[src/hdl/cmac_pkg.sv]
`default_nettype none
package cmac_pkg;

   localparam int BLOCK_BITS = 128;
   localparam int WORD_BITS  = 64;
   localparam int QUEUE_DEPTH = 2;

   // Register byte addresses.
   localparam logic [3:0] CSR_KEY_HIGH = 4'h0;
   localparam logic [3:0] CSR_KEY_LOW  = 4'h8;

   localparam logic [4:0] FULL_BLOCK_BYTES = 5'd16;
   localparam logic [3:0] WORD_BYTES       = 4'd8;
   localparam logic [7:0] GF_POLY          = 8'h87;
   localparam logic [7:0] PAD_BYTE         = 8'h80;

   typedef struct packed {
      logic [63:0] data_word;
      logic [3:0]  byte_count;
      logic        final_word;
   } req_item_type;

   typedef struct packed {
      logic [63:0] mac_half;
      logic        last_half;
   } rsp_item_type;

   // One block of work for the cipher side.
   typedef struct packed {
      logic         last;
      logic [4:0]   nbytes;
      logic [127:0] block;
   } cmd_type;

   typedef struct packed {
      logic full;
      logic empty;
   } queue_status_type;

   localparam logic [7:0] SBOX [256] = '{
      8'h63,8'h7c,8'h77,8'h7b,8'hf2,8'h6b,8'h6f,8'hc5,8'h30,8'h01,8'h67,8'h2b,8'hfe,8'hd7,8'hab,8'h76,
      8'hca,8'h82,8'hc9,8'h7d,8'hfa,8'h59,8'h47,8'hf0,8'had,8'hd4,8'ha2,8'haf,8'h9c,8'ha4,8'h72,8'hc0,
      8'hb7,8'hfd,8'h93,8'h26,8'h36,8'h3f,8'hf7,8'hcc,8'h34,8'ha5,8'he5,8'hf1,8'h71,8'hd8,8'h31,8'h15,
      8'h04,8'hc7,8'h23,8'hc3,8'h18,8'h96,8'h05,8'h9a,8'h07,8'h12,8'h80,8'he2,8'heb,8'h27,8'hb2,8'h75,
      8'h09,8'h83,8'h2c,8'h1a,8'h1b,8'h6e,8'h5a,8'ha0,8'h52,8'h3b,8'hd6,8'hb3,8'h29,8'he3,8'h2f,8'h84,
      8'h53,8'hd1,8'h00,8'hed,8'h20,8'hfc,8'hb1,8'h5b,8'h6a,8'hcb,8'hbe,8'h39,8'h4a,8'h4c,8'h58,8'hcf,
      8'hd0,8'hef,8'haa,8'hfb,8'h43,8'h4d,8'h33,8'h85,8'h45,8'hf9,8'h02,8'h7f,8'h50,8'h3c,8'h9f,8'ha8,
      8'h51,8'ha3,8'h40,8'h8f,8'h92,8'h9d,8'h38,8'hf5,8'hbc,8'hb6,8'hda,8'h21,8'h10,8'hff,8'hf3,8'hd2,
      8'hcd,8'h0c,8'h13,8'hec,8'h5f,8'h97,8'h44,8'h17,8'hc4,8'ha7,8'h7e,8'h3d,8'h64,8'h5d,8'h19,8'h73,
      8'h60,8'h81,8'h4f,8'hdc,8'h22,8'h2a,8'h90,8'h88,8'h46,8'hee,8'hb8,8'h14,8'hde,8'h5e,8'h0b,8'hdb,
      8'he0,8'h32,8'h3a,8'h0a,8'h49,8'h06,8'h24,8'h5c,8'hc2,8'hd3,8'hac,8'h62,8'h91,8'h95,8'he4,8'h79,
      8'he7,8'hc8,8'h37,8'h6d,8'h8d,8'hd5,8'h4e,8'ha9,8'h6c,8'h56,8'hf4,8'hea,8'h65,8'h7a,8'hae,8'h08,
      8'hba,8'h78,8'h25,8'h2e,8'h1c,8'ha6,8'hb4,8'hc6,8'he8,8'hdd,8'h74,8'h1f,8'h4b,8'hbd,8'h8b,8'h8a,
      8'h70,8'h3e,8'hb5,8'h66,8'h48,8'h03,8'hf6,8'h0e,8'h61,8'h35,8'h57,8'hb9,8'h86,8'hc1,8'h1d,8'h9e,
      8'he1,8'hf8,8'h98,8'h11,8'h69,8'hd9,8'h8e,8'h94,8'h9b,8'h1e,8'h87,8'he9,8'hce,8'h55,8'h28,8'hdf,
      8'h8c,8'ha1,8'h89,8'h0d,8'hbf,8'he6,8'h42,8'h68,8'h41,8'h99,8'h2d,8'h0f,8'hb0,8'h54,8'hbb,8'h16
   };

   function automatic logic [7:0] xtime(input logic [7:0] v);
      return {v[6:0], 1'b0} ^ (v[7] ? 8'h1b : 8'h00);
   endfunction

   // Next round key from the current one.
   function automatic logic [127:0] key_step(input logic [127:0] rk, input logic [7:0] rcon);
      logic [31:0] w0, w1, w2, w3, tw, n0, n1, n2, n3;
      w0 = rk[127:96];
      w1 = rk[95:64];
      w2 = rk[63:32];
      w3 = rk[31:0];
      tw = {SBOX[w3[23:16]] ^ rcon, SBOX[w3[15:8]], SBOX[w3[7:0]], SBOX[w3[31:24]]};
      n0 = w0 ^ tw;
      n1 = w1 ^ n0;
      n2 = w2 ^ n1;
      n3 = w3 ^ n2;
      return {n0, n1, n2, n3};
   endfunction

   // SubBytes, ShiftRows and, except in the last round, MixColumns.
   function automatic logic [127:0] aes_round(input logic [127:0] s, input logic last);
      logic [7:0]   t [16];
      logic [7:0]   a0, a1, a2, a3, al;
      logic [127:0] r;
      for (int c = 0; c < 4; c++) begin
         for (int i = 0; i < 4; i++) begin
            t[i + 4 * c] = SBOX[s[127 - 8 * (i + 4 * ((c + i) & 3)) -: 8]];
         end
      end
      if (!last) begin
         for (int c = 0; c < 4; c++) begin
            a0 = t[4 * c];
            a1 = t[4 * c + 1];
            a2 = t[4 * c + 2];
            a3 = t[4 * c + 3];
            al = a0 ^ a1 ^ a2 ^ a3;
            t[4 * c]     = a0 ^ al ^ xtime(a0 ^ a1);
            t[4 * c + 1] = a1 ^ al ^ xtime(a1 ^ a2);
            t[4 * c + 2] = a2 ^ al ^ xtime(a2 ^ a3);
            t[4 * c + 3] = a3 ^ al ^ xtime(a3 ^ a0);
         end
      end
      for (int i = 0; i < 16; i++) begin
         r[127 - 8 * i -: 8] = t[i];
      end
      return r;
   endfunction

   function automatic logic [127:0] gf_double(input logic [127:0] v);
      return {v[126:0], 1'b0} ^ {120'b0, (v[127] ? GF_POLY : 8'h00)};
   endfunction

endpackage
`default_nettype wire

[src/hdl/cmac_front.sv]
`default_nettype none
module cmac_front (
   input  wire logic                  clock,
   input  wire logic                  reset,
   input  wire logic                  req_valid,
   input  wire cmac_pkg::req_item_type req_item,
   output logic                       req_stall,
   input  wire logic                  q_space,
   output logic                       push,
   output cmac_pkg::cmd_type          push_cmd
);
   import cmac_pkg::*;

   logic [127:0] pend_ff, pend_in;
   logic [4:0]   pbytes_ff, pbytes_in;
   logic         hold_v_ff, hold_v_in;
   cmd_type      hold_ff, hold_in;
   logic         acc;
   logic [3:0]   n;
   logic [63:0]  word_m;

   // A full pending block is only chained once a later word proves it is
   // not the last one; a final word may then need a second command, which
   // waits in the hold register while the input is stalled.
   always_comb begin
      acc = req_valid && !req_stall;
      if (!req_item.final_word || req_item.byte_count > WORD_BYTES) begin
         n = WORD_BYTES;
      end else begin
         n = req_item.byte_count;
      end
      word_m    = req_item.data_word & ~({WORD_BITS{1'b1}} >> {n, 3'b000});
      pend_in   = pend_ff;
      pbytes_in = pbytes_ff;
      hold_v_in = hold_v_ff;
      hold_in   = hold_ff;
      push      = 1'b0;
      push_cmd  = '0;
      if (hold_v_ff && q_space) begin
         push      = 1'b1;
         push_cmd  = hold_ff;
         hold_v_in = 1'b0;
      end
      if (acc) begin
         if (n != 4'd0) begin
            if (pbytes_ff == FULL_BLOCK_BYTES) begin
               push      = 1'b1;
               push_cmd  = '{last: 1'b0, nbytes: FULL_BLOCK_BYTES, block: pend_ff};
               pend_in   = {word_m, 64'b0};
               pbytes_in = {1'b0, n};
            end else if (pbytes_ff[3]) begin
               pend_in[63:0] = word_m;
               pbytes_in     = pbytes_ff + {1'b0, n};
            end else begin
               pend_in[127:64] = word_m;
               pbytes_in       = {1'b0, n};
            end
         end
         if (req_item.final_word) begin
            if (push) begin
               hold_v_in = 1'b1;
               hold_in   = '{last: 1'b1, nbytes: pbytes_in, block: pend_in};
            end else begin
               push     = 1'b1;
               push_cmd = '{last: 1'b1, nbytes: pbytes_in, block: pend_in};
            end
            pend_in   = '0;
            pbytes_in = '0;
         end
      end
   end

   assign req_stall = hold_v_ff || !q_space;

   always_ff @(posedge clock) begin
      hold_ff <= hold_in;
      if (reset) begin
         pend_ff   <= '0;
         pbytes_ff <= '0;
         hold_v_ff <= 1'b0;
      end else begin
         pend_ff   <= pend_in;
         pbytes_ff <= pbytes_in;
         hold_v_ff <= hold_v_in;
      end
   end

endmodule
`default_nettype wire

[config.mk]
export PLATFORM = sky130hd
export DESIGN_NAME = cmac_front
export DESIGN_NICKNAME = d
export VERILOG_FILES = /design/src/hdl/cmac_pkg.sv /design/src/hdl/cmac_front.sv
export SDC_FILE = /design/constraint.sdc
export NUM_CORES = 1
export LEC_CHECK = 0
export BUFFER_PORTS_ARGS = -buffer_cell sky130_fd_sc_hd__buf_4
export CAP_MARGIN = 20
export CORE_ASPECT_RATIO = 1.1
export CORE_UTILIZATION = 57
export CTS_CLUSTER_DIAMETER = 60
export DETAILED_ROUTE_END_ITERATION = 6
export PLACE_DENSITY = 0.83
export SYNTH_ARGS = -nofsm -noshare
export SYNTH_HDL_FRONTEND = slang
export SYNTH_SLANG_ARGS = --single-unit
export TNS_END_PERCENT = 100
[constraint.sdc]
create_clock -name clock -period 11.89 [get_ports clock]
set_input_delay 1.189 -clock clock [delete_from_list [all_inputs] [get_ports clock]]
set_output_delay 1.189 -clock clock [all_outputs]
set_load 0.03 [all_outputs]
======== Word-level counts from Yosys, hierarchy flattened ========
Cells that the tools add are included.
storage, ports and cells
  flip-flop bits (word level) ............. 267
  bits of input ports ..................... 73
  output and inout port bits .............. 136
  logic and storage cells ................. 46
operators by class
  $add $sub $neg .......................... 1
  $lt $le $gt $ge ......................... 1
  eq/ne operators ......................... 1
  shift operators ......................... 1
  multiplexer cells ....................... 26
  bitwise logic cells ..................... 2
  reduce and logical (&&, ||, !) cells .... 9
operators with widths
  cell                                                   number
  2-to-1 mux 134 bit                                     6
  2-to-1 mux 128 bit                                     3
  2-to-1 mux 64 bit                                      2
  bitwise AND 64 bit                                     1
  NOT 64 bit                                             1
  >> shifter 64 x 7 -> 64 bit (first input constant)     1
  2-to-1 mux 5 bit                                       4
  2-to-1 mux 1 bit                                       10
  adder 5 x 4 -> 5 bit                                   1
  equality test 5 bit (second input constant)            1
  greater-than comparator 4 bit (second input constant)  1
  2-to-1 mux 4 bit                                       1
  nonzero test 4 bit                                     1
  zero test 1 bit                                        3
  AND reduction 3 bit                                    1
  logical AND 1 bit                                      2
  logical OR 1 bit                                       2

======== Logic depth before layout (Yosys ltp) ========
  depth in word-level cells ............... 12
  mapped depth ............................ 12
  mapped depth without buffers ............ 9

======== Worst setup path after synthesis ========
Ideal clock, no wire load.
  path kind ............................... in2reg
  from .................................... input port req_item[3] (netlist name)
  to ...................................... register hold_v_ff
  arrival ................................. 8.879 ns
  required time ........................... 11.802 ns
  path slack .............................. 2.923 ns
  stages .................................. 6
  buffers on the path ..................... 2
  path through ............................ buf_6 or4b_1 buf_2 o211ai_2 a21oi_1 o21ba_2
between the ends
  cells in the longest elaborated chain, start to end .. 9
ends and longest elaborated chain
  item                           RTL line          source
  from (decl)                    cmac_front.sv:6   input wire cmac_pkg::req_item_type req_item,
  greater-than comparator 4 bit  cmac_front.sv:27  if (!req_item.final_word || req_item.byte_count > WORD_BYTES) begin
  logical OR 1 bit               cmac_front.sv:27
  2-to-1 mux 4 bit *             cmac_front.sv:27
  nonzero test 4 bit *           cmac_front.sv:45  if (n != 4'd0) begin
  2-to-1 mux 1 bit *             cmac_front.sv:45
  2-to-1 mux 1 bit *             cmac_front.sv:44  if (acc) begin
  2-to-1 mux 1 bit *             cmac_front.sv:60  if (push) begin
  2-to-1 mux 1 bit *             cmac_front.sv:59  if (req_item.final_word) begin
  2-to-1 mux 1 bit *             cmac_front.sv:44
  to (signal assigned)           cmac_front.sv:84  hold_v_ff <= hold_v_in;
  to (decl)                      cmac_front.sv:16  logic hold_v_ff, hold_v_in;
Every way passes the cells marked *; elsewhere a longest branch is shown, timed or not. The select of a mux whose other input is x is not followed.
A chain may end at the register's enable or synchronous reset.

==> flow_metrics.tcl <==
set metrics [dict create \
    status "finished clean" \
    peakVddDrop_mv 0.08583 \
    synth_top_cell_by_area "edfxtp_1" \
    htreeDepth 1 \
    holdPathStages 1 \
    drt_wl_total_microns 36970 \
    tightest_slew_ps 1105 \
    grt_pass1_wl_microns 55760 \
    initial_utilization_pct 57.97 \
    core_area_sq_um 22040 \
    die_height_microns 159.0 \
    cts_num_sinks 267 \
    synthAdderAreaFrac_pct 0.1959 \
    synth_edf_count 133 \
    grt_pass1_vias 10040 \
    cap_violations 0 \
    synth_top_family_by_area "compound AO/OA/AOI/OAI gates" \
    setup_slack_ps 6697 \
    hold_path.class "reg -> reg" \
    ioPinCount 209 \
    track_usage_pct 31.28 \
    ant_nets 0 \
    cts-root-buf "clkbuf_16" \
    hold_start "pend_ff[7]" \
    clk_pin_slew_ps 60 \
    synth_nets 1376 \
    synth.top_cells.by_area "edfxtp_1 (31%), dfxtp_1 (21%), a22oi_1 (12%), nand2_1 (7.3%), a22o_1 (5.6%)" \
    setup_viol 0 \
    dieWidth_microns 144.7 \
    cp.required_ps 10700 \
    worstSetupStartpointType "input pin" \
    synthMuxAreaShare_pct 3.213 \
    relSlewSlack_pct 26.36 \
    vias_per_cell 6.353 \
    yosys_warnings 0 \
    post-route-period-util_pct 43.67 \
    cts_hold_buf 0 \
    fin_hold_ws_ps 503.8 \
    ys_types 55 \
    cts_buffers 27 \
    path_max_fanout 48 \
    cts_buffer_depth 3 \
    insertion_delay_ps 540 \
    grt_overflow 0 \
    critPathCaptureType "output pin" \
    fillers 1636 \
    hold_violations 0 \
    synth_simple_gate_area_share_pct 12.17 \
    syn_area_sq_um 12770 \
    p_leak_nw 6.355 \
    p_per_area_nw_per_um2 132.9 \
    ys_ff_latch 267 \
    slew_viol_final 0 \
    fin_crit_ps 5193 \
    timing.rr.end "hold_ff[131]" \
    critPathArrivalTime_ps 4000 \
    dr.pass1.iters 6 \
    ff2ff_setup_slack_ps 8520 \
    synth-seq-area-share_pct 52.26 \
    timing.fmax_mhz 192.6 \
    rr_worst_depth 4 \
    layout-drive-gt1-share_pct 22.47 \
    synth_compound_area_share_pct 26.13 \
    fin_skew_ps 14.35 \
    yosysTopAreaCellShare_pct 31.26 \
    post_cts_resized 0 \
    gp_congestion 0.8957 \
    synthArstFlopShare_pct 0 \
    avgSynthCellArea_sq_um 9.819 \
    nets 1515 \
    synth_ff_type "dfxtp_1" \
    grt_max_degree 91 \
    die_area_sq_um 23020 \
    finalSetupTns_ps 0 \
    drc 0 \
    syn2layout_area_growth_pct 19.77 \
    io_buffers 208 \
    synth_xor_area_share_pct 0.1371 \
    dp_slack_ps 6752 \
    hpwlAfterDp_microns 22720 \
    path_class "in -> out" \
    postSynthCellCount 1301 \
    r2r_start "pbytes_ff[3]" \
    hold_path_end "pend_ff[7]" \
    postCtsSetupBuffers 0 \
    antennaDiodeCount 0 \
    via_count 11150 \
    wl_per_cell_microns 21.07 \
    cts_tree "built" \
    rows 57 \
    antenna_found_initial 0 \
    first_iter_violations 1461 \
    rsz0062_at_grt "false" \
]
[cells in the mapped netlist, drive strengths merged, types with 2 or more instances]
cell    instances
nand2         248
a22oi         211
dfxtp         134
edfxtp        133
a22o          116
nor2          103
clkbuf         74
inv            61
o21ai          54
buf            40
mux2i          32
a21oi           9
o211ai          9
a222oi          8
mux2            8
nand3           8
o21a            6
and2            5
and3            4
a211oi          3
nand2b          3
a21o            2
a221o           2
ha              2
nand3b          2
nor2b           2
nor4b           2
o21bai          2
xnor2           2
[how the worst max path moves through the flow]
stage | startpoint | endpoint | slack (ps)
4_1_cts | req_item[0] | push_cmd[132] | 6730
3_3_place_gp | req_item[0] | push_cmd[132] | 6850
3_5_place_dp | req_item[0] | push_cmd[132] | 6750
6_report | req_item[0] | push_cmd[132] | 6700
2_1_floorplan | req_item[3] | hold_v_ff | 2920
5_1_grt | req_item[0] | push_cmd[132] | 6490
[worst max-delay path, cell delays in order]
cell and delay (ps):
buf_4 170, nor2b_1 470, inv_2 430, ha_1 440, a21boi_0 290, a2111oi_0 160
a211o_1 280, a221o_1 380, buf_4 190
[state kept, by name (all words and copies together), names as in the netlist]
| name | flops |
|---|---|
| pend_ff | 128 |
| hold_v_ff | 1 |
| hold_ff | 133 |
| pbytes_ff | 5 |
[kinds of logic after synthesis]
kind of cell,count (synthesis)
AOI/OAI and AO/OA,432
and+or+nand+nor,383
DFF,267
buffers and inverters,175
muxes,40
xor gates and xnor gates,2
adders and majority gates,2
[area by class of cell]
cell class	instances	area, sq um	share of cell area (%)
clock buffers	38	757.0	4.948
clock inverters	11	136.4	0.8914
inverters	61	229.0	1.497
multi-input cells	859	5423	35.44
flip-flops and latches	267	6676	43.64
well taps	295	369.1	2.412
repair buffers	224	1709	11.17
[per-layer routing]
layer | vias to the layer above | wire (microns) | GRT usage, %
met2 | 657 | 16380 | 44.89
met3 | 65 | 4171 | 6.376
met5 | - | 0 | 0
met1 | 5360 | 15310 | 46.95
met4 | 0 | 1111 | 10.43
li1 | 5067 | - | -
[through the flow]
stage | power [mW] | util [%] | instances | area [sq um]
after floorplan | 1.111 | - | 1301 | 12770
after global placement | 1.180 | 65.18 | 1704 | 14360
after detailed placement | 1.183 | 65.18 | 1704 | 14360
after CTS | 2.032 | 69.23 | 1753 | 15260
after global routing | 2.087 | 69.43 | 1755 | 15300
final | 2.033 | 69.43 | 1755 | 15300
[where the power goes]
group	switching, mW	leakage [nW]	internal (mW)
combinational	0.125	3.64	0.0649
clock	0.355	0.442	0.508
sequential	0.00674	2.27	0.973
total	0.487	6.35	1.55
[placed cells by master (no fill, tap or decap), types with 27 or more instances in the layout]
cell,netlist,final
nand2_1,248,248
buf_4,3,222
a22oi_1,211,211
dfxtp_1,134,134
edfxtp_1,133,133
nor2_1,102,98
a22o_1,81,81
inv_1,60,60
o21ai_0,53,53
a22o_2,35,35
mux2i_1,32,32
clkbuf_16,0,27
Note: power is estimated with default switching activity, not from simulation.
