`config.mk`:
```
export PLATFORM = sky130hd
export DESIGN_NAME = cmac_queue
export DESIGN_NICKNAME = d
export VERILOG_FILES = /design/src/hdl/cmac_pkg.sv /design/src/hdl/cmac_queue.sv
export SDC_FILE = /design/constraint.sdc
export NUM_CORES = 1
export LEC_CHECK = 0
export BUFFER_PORTS_ARGS = -buffer_cell sky130_fd_sc_hd__buf_2
export CAP_MARGIN = 40
export CORE_UTILIZATION = 52
export DETAILED_ROUTE_END_ITERATION = 16
export GPL_TIMING_DRIVEN = 0
export PLACE_DENSITY = 0.77
export SYNTH_ARGS = -nofsm -noshare
export SYNTH_HDL_FRONTEND = slang
export SYNTH_SLANG_ARGS = --single-unit
```
`constraint.sdc`:
```
create_clock -name clock -period 8 [get_ports clock]
set_input_delay 0 -clock clock [delete_from_list [all_inputs] [get_ports clock]]
set_output_delay 0 -clock clock [all_outputs]
set_load 0.02 [all_outputs]
```
`src/hdl/cmac_pkg.sv`:
```
`default_nettype none
package cmac_pkg;

   localparam int BLOCK_BITS = 128;
   localparam int WORD_BITS  = 64;
   localparam int QUEUE_DEPTH = 2;

   // Register byte addresses.
   localparam logic [3:0] CSR_KEY_HIGH = 4'h0;
   localparam logic [3:0] CSR_KEY_LOW  = 4'h8;

   localparam logic [4:0] FULL_BLOCK_BYTES = 5'd16;
   localparam logic [3:0] WORD_BYTES       = 4'd8;
   localparam logic [7:0] GF_POLY          = 8'h87;
   localparam logic [7:0] PAD_BYTE         = 8'h80;

   typedef struct packed {
      logic [63:0] data_word;
      logic [3:0]  byte_count;
      logic        final_word;
   } req_item_type;

   typedef struct packed {
      logic [63:0] mac_half;
      logic        last_half;
   } rsp_item_type;

   // One block of work for the cipher side.
   typedef struct packed {
      logic         last;
      logic [4:0]   nbytes;
      logic [127:0] block;
   } cmd_type;

   typedef struct packed {
      logic full;
      logic empty;
   } queue_status_type;

   localparam logic [7:0] SBOX [256] = '{
      8'h63,8'h7c,8'h77,8'h7b,8'hf2,8'h6b,8'h6f,8'hc5,8'h30,8'h01,8'h67,8'h2b,8'hfe,8'hd7,8'hab,8'h76,
      8'hca,8'h82,8'hc9,8'h7d,8'hfa,8'h59,8'h47,8'hf0,8'had,8'hd4,8'ha2,8'haf,8'h9c,8'ha4,8'h72,8'hc0,
      8'hb7,8'hfd,8'h93,8'h26,8'h36,8'h3f,8'hf7,8'hcc,8'h34,8'ha5,8'he5,8'hf1,8'h71,8'hd8,8'h31,8'h15,
      8'h04,8'hc7,8'h23,8'hc3,8'h18,8'h96,8'h05,8'h9a,8'h07,8'h12,8'h80,8'he2,8'heb,8'h27,8'hb2,8'h75,
      8'h09,8'h83,8'h2c,8'h1a,8'h1b,8'h6e,8'h5a,8'ha0,8'h52,8'h3b,8'hd6,8'hb3,8'h29,8'he3,8'h2f,8'h84,
      8'h53,8'hd1,8'h00,8'hed,8'h20,8'hfc,8'hb1,8'h5b,8'h6a,8'hcb,8'hbe,8'h39,8'h4a,8'h4c,8'h58,8'hcf,
      8'hd0,8'hef,8'haa,8'hfb,8'h43,8'h4d,8'h33,8'h85,8'h45,8'hf9,8'h02,8'h7f,8'h50,8'h3c,8'h9f,8'ha8,
      8'h51,8'ha3,8'h40,8'h8f,8'h92,8'h9d,8'h38,8'hf5,8'hbc,8'hb6,8'hda,8'h21,8'h10,8'hff,8'hf3,8'hd2,
      8'hcd,8'h0c,8'h13,8'hec,8'h5f,8'h97,8'h44,8'h17,8'hc4,8'ha7,8'h7e,8'h3d,8'h64,8'h5d,8'h19,8'h73,
      8'h60,8'h81,8'h4f,8'hdc,8'h22,8'h2a,8'h90,8'h88,8'h46,8'hee,8'hb8,8'h14,8'hde,8'h5e,8'h0b,8'hdb,
      8'he0,8'h32,8'h3a,8'h0a,8'h49,8'h06,8'h24,8'h5c,8'hc2,8'hd3,8'hac,8'h62,8'h91,8'h95,8'he4,8'h79,
      8'he7,8'hc8,8'h37,8'h6d,8'h8d,8'hd5,8'h4e,8'ha9,8'h6c,8'h56,8'hf4,8'hea,8'h65,8'h7a,8'hae,8'h08,
      8'hba,8'h78,8'h25,8'h2e,8'h1c,8'ha6,8'hb4,8'hc6,8'he8,8'hdd,8'h74,8'h1f,8'h4b,8'hbd,8'h8b,8'h8a,
      8'h70,8'h3e,8'hb5,8'h66,8'h48,8'h03,8'hf6,8'h0e,8'h61,8'h35,8'h57,8'hb9,8'h86,8'hc1,8'h1d,8'h9e,
      8'he1,8'hf8,8'h98,8'h11,8'h69,8'hd9,8'h8e,8'h94,8'h9b,8'h1e,8'h87,8'he9,8'hce,8'h55,8'h28,8'hdf,
      8'h8c,8'ha1,8'h89,8'h0d,8'hbf,8'he6,8'h42,8'h68,8'h41,8'h99,8'h2d,8'h0f,8'hb0,8'h54,8'hbb,8'h16
   };

   function automatic logic [7:0] xtime(input logic [7:0] v);
      return {v[6:0], 1'b0} ^ (v[7] ? 8'h1b : 8'h00);
   endfunction

   // Next round key from the current one.
   function automatic logic [127:0] key_step(input logic [127:0] rk, input logic [7:0] rcon);
      logic [31:0] w0, w1, w2, w3, tw, n0, n1, n2, n3;
      w0 = rk[127:96];
      w1 = rk[95:64];
      w2 = rk[63:32];
      w3 = rk[31:0];
      tw = {SBOX[w3[23:16]] ^ rcon, SBOX[w3[15:8]], SBOX[w3[7:0]], SBOX[w3[31:24]]};
      n0 = w0 ^ tw;
      n1 = w1 ^ n0;
      n2 = w2 ^ n1;
      n3 = w3 ^ n2;
      return {n0, n1, n2, n3};
   endfunction

   // SubBytes, ShiftRows and, except in the last round, MixColumns.
   function automatic logic [127:0] aes_round(input logic [127:0] s, input logic last);
      logic [7:0]   t [16];
      logic [7:0]   a0, a1, a2, a3, al;
      logic [127:0] r;
      for (int c = 0; c < 4; c++) begin
         for (int i = 0; i < 4; i++) begin
            t[i + 4 * c] = SBOX[s[127 - 8 * (i + 4 * ((c + i) & 3)) -: 8]];
         end
      end
      if (!last) begin
         for (int c = 0; c < 4; c++) begin
            a0 = t[4 * c];
            a1 = t[4 * c + 1];
            a2 = t[4 * c + 2];
            a3 = t[4 * c + 3];
            al = a0 ^ a1 ^ a2 ^ a3;
            t[4 * c]     = a0 ^ al ^ xtime(a0 ^ a1);
            t[4 * c + 1] = a1 ^ al ^ xtime(a1 ^ a2);
            t[4 * c + 2] = a2 ^ al ^ xtime(a2 ^ a3);
            t[4 * c + 3] = a3 ^ al ^ xtime(a3 ^ a0);
         end
      end
      for (int i = 0; i < 16; i++) begin
         r[127 - 8 * i -: 8] = t[i];
      end
      return r;
   endfunction

   function automatic logic [127:0] gf_double(input logic [127:0] v);
      return {v[126:0], 1'b0} ^ {120'b0, (v[127] ? GF_POLY : 8'h00)};
   endfunction

endpackage
`default_nettype wire

```
`src/hdl/cmac_queue.sv`:
```
`default_nettype none
module cmac_queue (
   input  wire logic              clock,
   input  wire logic              reset,
   input  wire logic              push,
   input  wire cmac_pkg::cmd_type push_cmd,
   input  wire logic              pop,
   output cmac_pkg::cmd_type      head,
   output cmac_pkg::queue_status_type status
);
   import cmac_pkg::*;

   localparam int PW = $clog2(QUEUE_DEPTH);

   cmd_type          ent_ff [QUEUE_DEPTH];
   logic [PW-1:0]    wr_ff, rd_ff;
   logic [PW:0]      cnt_ff;

   always_ff @(posedge clock) begin
      if (push) begin
         ent_ff[wr_ff] <= push_cmd;
      end
      if (reset) begin
         wr_ff  <= '0;
         rd_ff  <= '0;
         cnt_ff <= '0;
      end else begin
         if (push) begin
            wr_ff <= wr_ff + PW'(1);
         end
         if (pop) begin
            rd_ff <= rd_ff + PW'(1);
         end
         cnt_ff <= cnt_ff + (PW+1)'(push) - (PW+1)'(pop);
      end
   end

   assign head         = ent_ff[rd_ff];
   assign status.full  = cnt_ff == (PW+1)'(QUEUE_DEPTH);
   assign status.empty = cnt_ff == '0;

endmodule
`default_nettype wire

```
# [Word level (Yosys, flattened, before mapping)]
# Memory sizes are Yosys's and may differ from the RTL's. A register that Yosys moved wholly into a read port is not among the register bits.
# Cells that the tools add are included.
[totals] out_inout_bits=136 mem_bits_rw=268 inputBits=138 mem_bits_ro=0 reg_bits=4 word_cells=14 n_memories=1 latchBits=0
[mem_list] memory="ent_ff" words=2 word_bits=134 read_ports=1 rd_ports_with_merged_regs=1 wr=1 line_no="cmac_queue.sv:15" text="cmd_type ent_ff [QUEUE_DEPTH];"
[op_classes] bitwise=0 n_addsub=4 n_mux=4 n_shift=0 multipliers=0 div=0 eq_ne=1 reduce_logical=1 magnitude_cmp=0
[ops] cell="$mux 1" n=4
[ops] cell="$add 1x1->1 const B" n=2
[ops] cell="$add 2x1->2" n=1
[ops] cell="$eq 2x2->1 const B" n=1
[ops] cell="$logic_not 2->1" n=1
[ops] cell="$sub 2x1->2" n=1

# [Longest topological paths before layout]
# Gate-level depths: netlist (run 1).
[logic_depth] ltp_word=3 mapped_depth=6 depth_no_buf=6

# [Worst setup path after synthesis (run 1)]
# Ideal clock, no wire load.
[synth_timing] kind="flip-flop to flip-flop" from="reg wr_ff" to="mem ent_ff[0][0] (netlist name) (enable)" t_arrival_ns=6.248 period_less_slack_ns=6.894 path_buffers=0 stages_incl_launch_ff=2 required_time_ns=7.355 setup_ns=0.645 setup_slack_ns=1.106 cell_sequence="dfxtp_1 > nor2b_1"
[synth_lines] item="from (decl)" line_no="cmac_queue.sv:16" text="logic [PW-1:0] wr_ff, rd_ff;"
[synth_lines] item="from (signal assigned)" line_no="cmac_queue.sv:29" text="wr_ff <= wr_ff + PW'(1);"
[synth_lines] item="to (decl)" line_no="cmac_queue.sv:15"
# Straight into the memory's write port.

# [Final worst setup path (run 1)]
[layout_timing] from="reg wr_ff" to="mem ent_ff[0][51] (netlist name) (enable)"
# Straight into the memory's write port.

==> results of run 1 <==
==> power by group <==
part,switching [µW],leakage [µW],total (µW),internal [µW]
Combinational,272,0.00259,513,241
Clock,494,0.000411,1200,710
Sequential,23.4,0.00256,1690,1670
Total,789,0.00556,3410,2620
==> what timing repair did <==
| action | in CTS | in global routing |
|---|---|---|
| hold endpoints to repair | 273 | 0 |
| hold buffers | 138 | 0 |
| buffers inserted | 0 | 0 |
==> worst max path at each step <==
stage                             from                        to  slack [ns]  cells after the start
floorplan           wr_ff$_SDFFE_PP0P_    ent_ff[0][0]$_DFFE_PP_        1.11                      1
CTS                 wr_ff$_SDFFE_PP0P_   ent_ff[0][82]$_DFFE_PP_        5.95                      4
global route        wr_ff$_SDFFE_PP0P_   ent_ff[0][79]$_DFFE_PP_        5.83                      4
finish              wr_ff$_SDFFE_PP0P_   ent_ff[0][51]$_DFFE_PP_        5.95                      4
global placement    wr_ff$_SDFFE_PP0P_  ent_ff[0][125]$_DFFE_PP_       -1.73                      1
detailed placement  wr_ff$_SDFFE_PP0P_   ent_ff[0][82]$_DFFE_PP_        5.96                      4
==> cell families (layout without fill, tap and decap cells) <==
family / after synthesis / in the layout / synth area share (%)
multiplexers: 134 / 134 / 17.1
adder cells (fa/ha/maj): 2 / 2 / 0.247
XOR/XNOR: 3 / 3 / 0.396
flip-flops: 273 / 273 / 80.5
buffers and inverters: 17 / 482 / 1.31
AND/OR/NAND/NOR: 9 / 9 / 0.433
==> layout by cell type, fill, tap and decap left out <==
cell | netlist | final
nor2b_4 | 0 | 1
buf_6 | 8 | 8
dfxtp_1 | 5 | 5
inv_1 | 2 | 2
nor2b_1 | 3 | 2
buf_16 | 0 | 2
clkbuf_1 | 0 | 4
xnor3_1 | 1 | 1
buf_12 | 0 | 4
and2_4 | 0 | 1
xnor2_1 | 2 | 2
buf_2 | 7 | 280
clkinv_2 | 0 | 3
clkinv_1 | 0 | 10
nor2_1 | 5 | 5
clkbuf_16 | 0 | 27
dlygate4sd3_1 | 0 | 138
mux2_2 | 74 | 74
bufinv_16 | 0 | 3
edfxtp_1 | 268 | 268
clkinv_4 | 0 | 1
mux2_4 | 60 | 60
ha_1 | 2 | 2
==> final cells by class <==
| cell class | count | area share [%] |
|---|---|---|
| Buffer | 15 | 0.882 |
| Clock buffer | 31 | 4.87 |
| Clock inverter | 17 | 1.07 |
| Inverter | 2 | 0.0529 |
| Multi-Input combinational cell | 148 | 13.1 |
| Sequential cell | 273 | 57.4 |
| Tap cell | 260 | 2.29 |
| Timing Repair Buffer | 417 | 20.3 |
==> critical path, cell delays in order, from the launching register on <==
cell	delay [ns]
dfxtp_1	0.37
nor2b_4	0.60
buf_12	0.29
buf_12	0.22
buf_12	0.22
==> stage by stage <==
step / util (%) / setup WS, ns / TNS [ns]
after detailed placement: 63.3 / 5.96 / 0
after CTS: 75.1 / 5.95 / 0
after global placement: 62.5 / -1.73 / -230.29
after global routing: 75.1 / 5.83 / 0
final: 75.1 / 5.95 / 0
after floorplan: - / 1.11 / 0
==> sequential cells by signal, summed over array words and instances, names as in the netlist, named ones only <==
name / flops
rd_ff: 1
cnt_ff: 2
wr_ff: 1
ent_ff: 268
==> routing by layer <==
| metal | part of all wire (%) | wire [µm] | GRT usage, % |
|---|---|---|---|
| met1 | 38 | 8260 | 24.5 |
| met2 | 53 | 11500 | 40.1 |
| met4 | 3.0 | 668 | 6.79 |
| met5 | 0 | 0 | 0 |
| met3 | 6.8 | 1500 | 5.26 |
==> impl_metrics.csv, run 1 <==
group,metric,value,unit
synthesis,ys_types,13,
clock_tree,cts_buffer_depth,3,
critical_path,worst-path-max-fanout,28,
place,placed_cell_area,12000,µm²
pwr,peakVddDrop,196,µV
final_layout,drive_gt1_share,51.4,%
pwr,p_total,3410,µW
clock_tree,cts_resized,0,
routing,drcViolationCount,0,
place,port_buffers,273,
final_layout,final_nets,1024,
floorplanning,initial_core_util,53.6,%
synthesis,yosysSeqAreaShare,80.5,%
clock_tree,clkSinkCount,273,
global_route,grt_pass1_wl,33000,µm
routing,vias,5703,
timing,slew_headroom,52.0,%
routing,drt_iter0_markers,253,
floorplanning,design.core.area,18900,µm²
worst_hold_path,min_path_cells,2,
global_route,track_usage,21.6,%
floorplanning,io_pins,274,
synthesis,synth.net_count,578,
routing,firstDrtPassIters,4,
synthesis,synth_top_area_cell,"edfxtp_1",
floorplanning,die_w,142,µm
synthesis,yosysTopAreaCellShare,79.5,%
routing,viasPerCell,4.90,
floorplanning,die-area,20000,µm²
critical_path,r2r_end,"ent_ff[0][51]$_DFFE_PP_",
synthesis,ys_async_sr_fraction,0,%
synthesis,ys_ff_latch,273,
critical_path,crit_required,8.21,ns
timing,setup_viol,0,
critical_path,endpoint_kind,"register",
place,dp_hpwl,13000,µm
critical_path,path_class,"register to register",
routing,wl_per_cell,18.9,µm
clock_tree,clock_latency,0.51,ns
final_layout,multi_input_area,1850,µm²
global_route,grt_pass1_vias,6258,
pwr,powerDensity,240,nW/µm²
clock_tree,cts_tree,"done",
routing,detail-route-antenna-nets,0,
timing,grt_setup_unrepaired,"no",
routing,drt-total-wl,22000,µm
global_route,overflow,0,
timing,post-route-period-util,25.7,%
critical_path,startpoint_type,"register",
final_layout,stdcell_count,1163,
timing,whs,0.210,ns
timing,final-hold-violation-count,0,
timing,finClkSkew,0.00846,ns
timing,final_max_slew_viol_count,0,
synthesis,synth-edff-count,268,
synthesis,ys_top_cells_by_count,"edfxtp_1, mux2_2, mux2_4",
clock_tree,cts_root_buf,"clkbuf_16",
critical_path,r2r_start,"wr_ff$_SDFFE_PP0P_",
global_route,antenna_found_initial,0,
synthesis,yosysWarnings,0,
final_layout,areaGrowthSynthToFinish,40.1,%
worst_hold_path,hold_path_class,"input pin to register",
final_layout,stdcell_area,14200,µm²
floorplanning,rows,50,
final_layout,num_antenna_cells,0,
clock_tree,cts_made_buffers,27,
critical_path,worst_ep_arrival_time,2.26,ns
place,globalplace.congestion,0.727,
flow_run,drv_cap,0,
timing,tightest_slew,0.718,ns
timing,period_minus_slack,2.05,ns
critical_path,r2r_setup_slack,5.95,ns
place,placed_cells,977,
final_layout,seq_area,8150,µm²
synthesis,synth_most_common_cell,"edfxtp_1",
pwr,cellLeakagePower,0.00556,µW
worst_hold_path,hold_start,"push_cmd[75]",
worst_hold_path,hold_end,"ent_ff[0][75]$_DFFE_PP_",
final_layout,num-fill-cells,1076,
synthesis,synth.avg_cell_area,23.1,µm²
synthesis,synthCells,438,
global_route,grt_max_degree,58,
status,outcome,"complete, no violations",
floorplanning,die_h,142,µm
synthesis,ys.flop_type,"edfxtp_1",
timing,max_freq,487,MHz
clock_tree,h-tree-depth,1,
critical_path,rr_worst_depth,4,
synthesis,syn_area,10100,µm²
synthesis,synthTopCellsByArea,"edfxtp_1, mux2_4, mux2_2",
clock_tree,clk_pin_slew,0.06,ns
No activity file was read; power rests on OpenSTA's default activity.
==> run 2, diff against run 1 <==
==> constraint.sdc (replaced) <==
create_clock -name clock -period 2 [get_ports clock]
set_input_delay 0 -clock clock [delete_from_list [all_inputs] [get_ports clock]]
set_output_delay 0 -clock clock [all_outputs]
set_load 0.02 [all_outputs]
==> run 2 against run 1 <==
  * Core utilization up 0.46 points
  * Via count up 1.8%
  * Largest power group unchanged
  * Sequential share of layout area down 0.32 points
  * Largest cell class unchanged
==> impl_metrics.csv, run 2 (synthesis results as in run 1) <==
group,metric,value,unit
clock_tree,h-tree-depth,1,
final_layout,mostFrequentLayoutCells,"buf_2, edfxtp_1, dlygate4sd3_1",
critical_path,crit_chain,"and2_4 -> buf_16 -> buf_16",
timing,slew_headroom,53.2,%
clock_tree,post_cts_buffers,0,
critical_path,cp_slowest_cell,"and2_4",
pwr,peakVddDrop,893,µV
timing,tns,0,ns
critical_path,worst_ep_arrival_time,2.10,ns
worst_hold_path,hold_path_class,"input pin to register",
floorplanning,die_w,142,µm
timing,grt_setup_unrepaired,"no",
final_layout,num-fill-cells,1070,
place,placed_cell_area,12000,µm²
routing,drcViolationCount,0,
timing,final-hold-violation-count,0,
global_route,grt_max_degree,53,
critical_path,path_class,"register to register",
final_layout,num_antenna_cells,0,
floorplanning,die-area,20000,µm²
global_route,grt_pass1_vias,6224,
place,port_buffers,273,
pwr,cellLeakagePower,0.00559,µW
clock_tree,cts_root_buf,"clkbuf_16",
timing,max_freq,525,MHz
place,place_ws,0.0453,ns
critical_path,crit_required,2.20,ns
critical_path,slowest_delay,0.52,ns
final_layout,largest_register,"ent_ff",
pwr,powerDensity,969,nW/µm²
floorplanning,design.core.area,18900,µm²
routing,detail-route-antenna-nets,0,
final_layout,top_regs,"ent_ff: 268 flops, cnt_ff: 2 flops",
clock_tree,cts_made_buffers,28,
final_layout,areaGrowthSynthToFinish,41.0,%
clock_tree,clk_pin_slew,0.06,ns
timing,finClkSkew,0.0159,ns
final_layout,largest_reg_flops,268,
critical_path,endpoint_kind,"register",
global_route,track_usage,22.5,%
place,dp_hpwl,13300,µm
routing,vias,5808,
final_layout,seq_area,8150,µm²
final_layout,final_nets,1027,
timing,setup_viol,0,
critical_path,worst-path-max-fanout,52,
routing,drt_iter0_markers,223,
timing,tightest_slew,0.698,ns
clock_tree,cts_tree,"done",
clock_tree,clkSinkCount,273,
status,outcome,"complete, no violations",
final_layout,drive_gt1_share,51.6,%
clock_tree,cts_buffer_depth,3,
clock_tree,clock_latency,0.53,ns
critical_path,critPathMostFrequentCell,"buf_16",
critical_path,startpoint_type,"register",
timing,layout_setup_ws,0.0947,ns
global_route,grt_pass1_wl,33900,µm
final_layout,multi_input_area,1860,µm²
routing,firstDrtPassIters,4,
global_route,overflow,0,
routing,drt-total-wl,22800,µm
floorplanning,die_h,142,µm
floorplanning,rows,50,
routing,wl_per_cell,19.5,µm
timing,post-route-period-util,95.3,%
floorplanning,initial_core_util,53.6,%
routing,viasPerCell,4.97,
final_layout,stdcell_area,14300,µm²
timing,period_minus_slack,1.91,ns
global_route,antenna_found_initial,0,
timing,final_max_slew_viol_count,0,
final_layout,layout_commonest_cell,"buf_2",
floorplanning,io_pins,274,
place,globalplace.congestion,0.740,
flow_run,drv_cap,0,
[run 2: cell count changes in the layout (fill, tap and decap cells not counted)]
cell	delta
clkbuf_16	+2
clkinv_4	-1
dfxtp_4	+1
clkinv_2	+1
clkbuf_1	+1
clkinvlp_4	+1
clkinv_1	+1
buf_12	-2
nor2b_2	+1
bufinv_16	-1
buf_16	+3
dfxtp_1	-1
[run 2: power by group]
| group | switching [µW] | internal (µW) | leakage (µW) |
|---|---|---|---|
| Combinational | 1100 | 985 | 0.00261 |
| Sequential | 101 | 6680 | 0.00256 |
| Clock | 2070 | 2880 | 0.000425 |
[run 2: final timing paths]
path                      start                  endpoint  slack [ns]  depth (start not counted)
min reg2reg  rd_ff$_SDFFE_PP0P_        rd_ff$_SDFFE_PP0P_        0.53                          2
max reg2reg  wr_ff$_SDFFE_PP0P_  ent_ff[1][110]$_DFFE_PP_        0.09                          3
min                push_cmd[65]   ent_ff[0][65]$_DFFE_PP_        0.19                          2
max          wr_ff$_SDFFE_PP0P_  ent_ff[1][110]$_DFFE_PP_        0.09                          3
[run 2: layout make-up]
type	instances	share of cell area [%]
Clock inverter	18	0.903
Timing Repair Buffer	418	20.5
Inverter	2	0.0526
Multi-Input combinational cell	149	13.0
Sequential cell	273	57.1
Clock buffer	34	5.22
Tap cell	260	2.28
Buffer	15	0.877
[run 2: per-layer routing]
layer	global-route usage (%)	vias to the layer above	share of wire (%)
li1	-	2645	-
met1	25.1	2901	38
met2	42.8	227	54
met3	5.30	35	6.7
met4	5.49	0	2.1
met5	0	-	0
[run 2: through the flow]
| step | power, µW | std cells | util [%] | hold slack, ns |
|---|---|---|---|---|
| after global placement | 8610 | 971 | 62.6 | 0.187 |
| after floorplan | 8040 | 438 | - | 0.0650 |
| after CTS | 13800 | 1168 | 75.5 | 0.168 |
| after detailed placement | 8720 | 978 | 63.5 | 0.192 |
| after global routing | 14300 | 1169 | 75.5 | 0.188 |
| final | 13800 | 1169 | 75.5 | 0.195 |
[run 2: what timing repair did]
item	in CTS	in global routing
endpoints found under the setup margin	0	18
hold endpoints to repair	273	0
hold buffers	138	0
gates resized for setup	0	1
[run 2: critical path, delay by kind of cell (launching register included)]
family / cells / cell delay [ns]
DFF: 1 / 0.39
buffers and inverters: 2 / 0.60
and+or+nand+nor: 1 / 0.52
==> run 3, diff against run 2 <==
--- a/config.mk
+++ b/config.mk
@@ -8,6 +8,7 @@
 export BUFFER_PORTS_ARGS = -buffer_cell sky130_fd_sc_hd__buf_2
 export CAP_MARGIN = 40
 export CORE_UTILIZATION = 52
+export CTS_CLUSTER_SIZE = 14
 export DETAILED_ROUTE_END_ITERATION = 16
 export GPL_TIMING_DRIVEN = 0
 export PLACE_DENSITY = 0.77
==> constraint.sdc (replaced) <==
create_clock -name clock -period 2.1 [get_ports clock]
set_input_delay 0 -clock clock [delete_from_list [all_inputs] [get_ports clock]]
set_output_delay 0 -clock clock [all_outputs]
set_load 0.02 [all_outputs]
==> run 3 against run 2 <==
  * First-iteration DRC count increased by 13%
  * Via count decreased by 0.48%
  * Core utilization increased by 0.24 points
  * Worst hold slack improved by 0.0075 ns
  * Routed wire length decreased by 2.1%
  * Register-to-register slack improved by 0.05 ns
  * Combinational power decreased by 5%
  * Clock-buffer cell count increased by 3
  * Cell count about the same
  * Die area unchanged
  * Critical path type unchanged
  * Critical endpoint is now ent_ff[0][109]$_DFFE_PP_
  * Largest cell class unchanged
  * Highest routed layer unchanged
==> impl_metrics.csv, run 3 (synthesis results as in run 1) <==
group,metric,value,unit
critical_path,r2r_setup_slack,0.15,ns
critical_path,worst-path-max-fanout,26,
flow_run,drv_cap,0,
clock_tree,clock_latency,0.52,ns
global_route,grt_pass1_wl,33700,µm
critical_path,cp-startpoint,"wr_ff$_SDFFE_PP0P_",
routing,vias,5780,
timing,final_max_slew_viol_count,0,
pwr,power_frac_comb,14.8,%
global_route,grt_pass1_vias,6238,
pwr,p_total,13400,µW
status,outcome,"complete, no violations",
timing,slew_headroom,49.8,%
final_layout,final_nets,1026,
final_layout,final_core_util,75.8,%
floorplanning,rows,50,
routing,drt-total-wl,22300,µm
place,globalplace.congestion,0.740,
final_layout,top_regs,"ent_ff: 268 flops, cnt_ff: 2 flops",
critical_path,startpoint_type,"register",
routing,drcViolationCount,0,
critical_path,r2r_start,"wr_ff$_SDFFE_PP0P_",
routing,drt_iter0_markers,251,
pwr,cellLeakagePower,0.00562,µW
clock_tree,cts_buffer_depth,3,
timing,finClkSkew,0.00935,ns
place,dp_hpwl,13300,µm
final_layout,largest_register,"ent_ff",
floorplanning,die_h,142,µm
worst_hold_path,hold_path_class,"input pin to register",
critical_path,crit_required,2.32,ns
final_layout,drive_gt1_share,52.0,%
pwr,p_int,10300,µW
final_layout,mostFrequentLayoutCells,"buf_2, edfxtp_1, dlygate4sd3_1",
pwr,power_frac_clock,36.9,%
global_route,track_usage,22.2,%
clock_tree,h-tree-depth,1,
critical_path,worst_ep_arrival_time,2.17,ns
timing,final-hold-violation-count,0,
clock_tree,cts_tree,"done",
pwr,seq_power_share,48.3,%
clock_tree,post_cts_buffers,0,
timing,period_minus_slack,1.95,ns
clock_tree,cts_root_buf,"clkbuf_16",
pwr,peakVddDrop,954,µV
timing,setup_viol,0,
floorplanning,design.core.area,18900,µm²
timing,post-route-period-util,93.0,%
final_layout,areaGrowthSynthToFinish,41.4,%
final_layout,layout_commonest_cell,"buf_2",
global_route,overflow,0,
global_route,grt_max_degree,53,
global_route,antenna_found_initial,0,
place,placed_cell_area,12000,µm²
final_layout,largest_reg_flops,268,
place,placed_cells,978,
final_layout,stdcell_area,14300,µm²
clock_tree,cts_made_buffers,28,
final_layout,stdcell_count,1168,
floorplanning,die-area,20000,µm²
clock_tree,cts_resized,0,
critical_path,setup.worst_path.end,"ent_ff[0][109]$_DFFE_PP_",
clock_tree,clkSinkCount,273,
floorplanning,io_pins,274,
critical_path,path_class,"register to register",
timing,max_freq,512,MHz
critical_path,r2r_end,"ent_ff[0][109]$_DFFE_PP_",
routing,firstDrtPassIters,4,
pwr,p_sw,3100,µW
pwr,p_sw_share,23.1,%
place,port_buffers,273,
clock_tree,clk_pin_slew,0.06,ns
timing,grt_setup_unrepaired,"no",
floorplanning,die_w,142,µm
timing,tightest_slew,0.751,ns
routing,detail-route-antenna-nets,0,
final_layout,num_antenna_cells,0,
routing,viasPerCell,4.95,
pwr,powerDensity,935,nW/µm²
floorplanning,initial_core_util,53.6,%
routing,wl_per_cell,19.1,µm
critical_path,rr_worst_depth,4,
critical_path,endpoint_kind,"register",
-- run 3: layout make-up --
| class | instances | area [µm²] |
|---|---|---|
| clock inverters | 15 | 144 |
| plain buffers | 15 | 125 |
| multi-input cells | 148 | 1850 |
| clock buffers | 37 | 786 |
| well taps | 260 | 325 |
| repair buffers | 418 | 2930 |
| flip-flops and latches | 273 | 8150 |
| fillers | 1059 | 4580 |
| inverters | 2 | 7.51 |
-- run 3: metrics by stage --
stage	setup WS (ns)	TNS, ns	hold slack (ns)
2_1_floorplan	-0.634	-133.68	0.0650
5_1_grt	0.0406	0	0.186
6_report	0.148	0	0.202
3_3_place_gp	-1.51	-348.62	0.187
4_1_cts	0.123	0	0.163
3_5_place_dp	0.145	0	0.192
-- run 3: power by group through the flow --
stage                     sequential (µW)  combinational (µW)  clock [µW]
after floorplan                      6550                1100           0
after global placement               6570                1630           0
after detailed placement             6560                1740           0
after CTS                            6450                1970        4990
after global routing                 6480                2100        5240
final                                6460                1980        4940
-- run 3: worst min path at each step --
stage / start / end / cells past startpoint
floorplan: reset / wr_ff$_SDFFE_PP0P_ / 1
global placement: push_cmd[58] / ent_ff[1][58]$_DFFE_PP_ / 1
detailed placement: push_cmd[39] / ent_ff[0][39]$_DFFE_PP_ / 1
CTS: push_cmd[62] / ent_ff[0][62]$_DFFE_PP_ / 2
global route: push_cmd[43] / ent_ff[1][43]$_DFFE_PP_ / 2
finish: push_cmd[39] / ent_ff[0][39]$_DFFE_PP_ / 2
-- run 3: layer usage --
metal	GRT usage, %	routed length (µm)	vias up
li1	-	-	2635
met1	25.7	8540	2855
met2	41.2	11700	250
met3	5.53	1590	40
met4	5.43	481	0
met5	0	0	-
-- run 3: critical path: stages (launching register included) --
cell and delay [ns]:
dfxtp_2 0.35, nor2b_4 0.60, buf_12 0.28, buf_16 0.21, buf_16 0.18
-- run 3: timing repair --
| action | in CTS | in global routing |
|---|---|---|
| endpoints found under the setup margin | 0 | 0 |
| endpoints found under the hold margin | 273 | 0 |
| hold buffers | 138 | 0 |
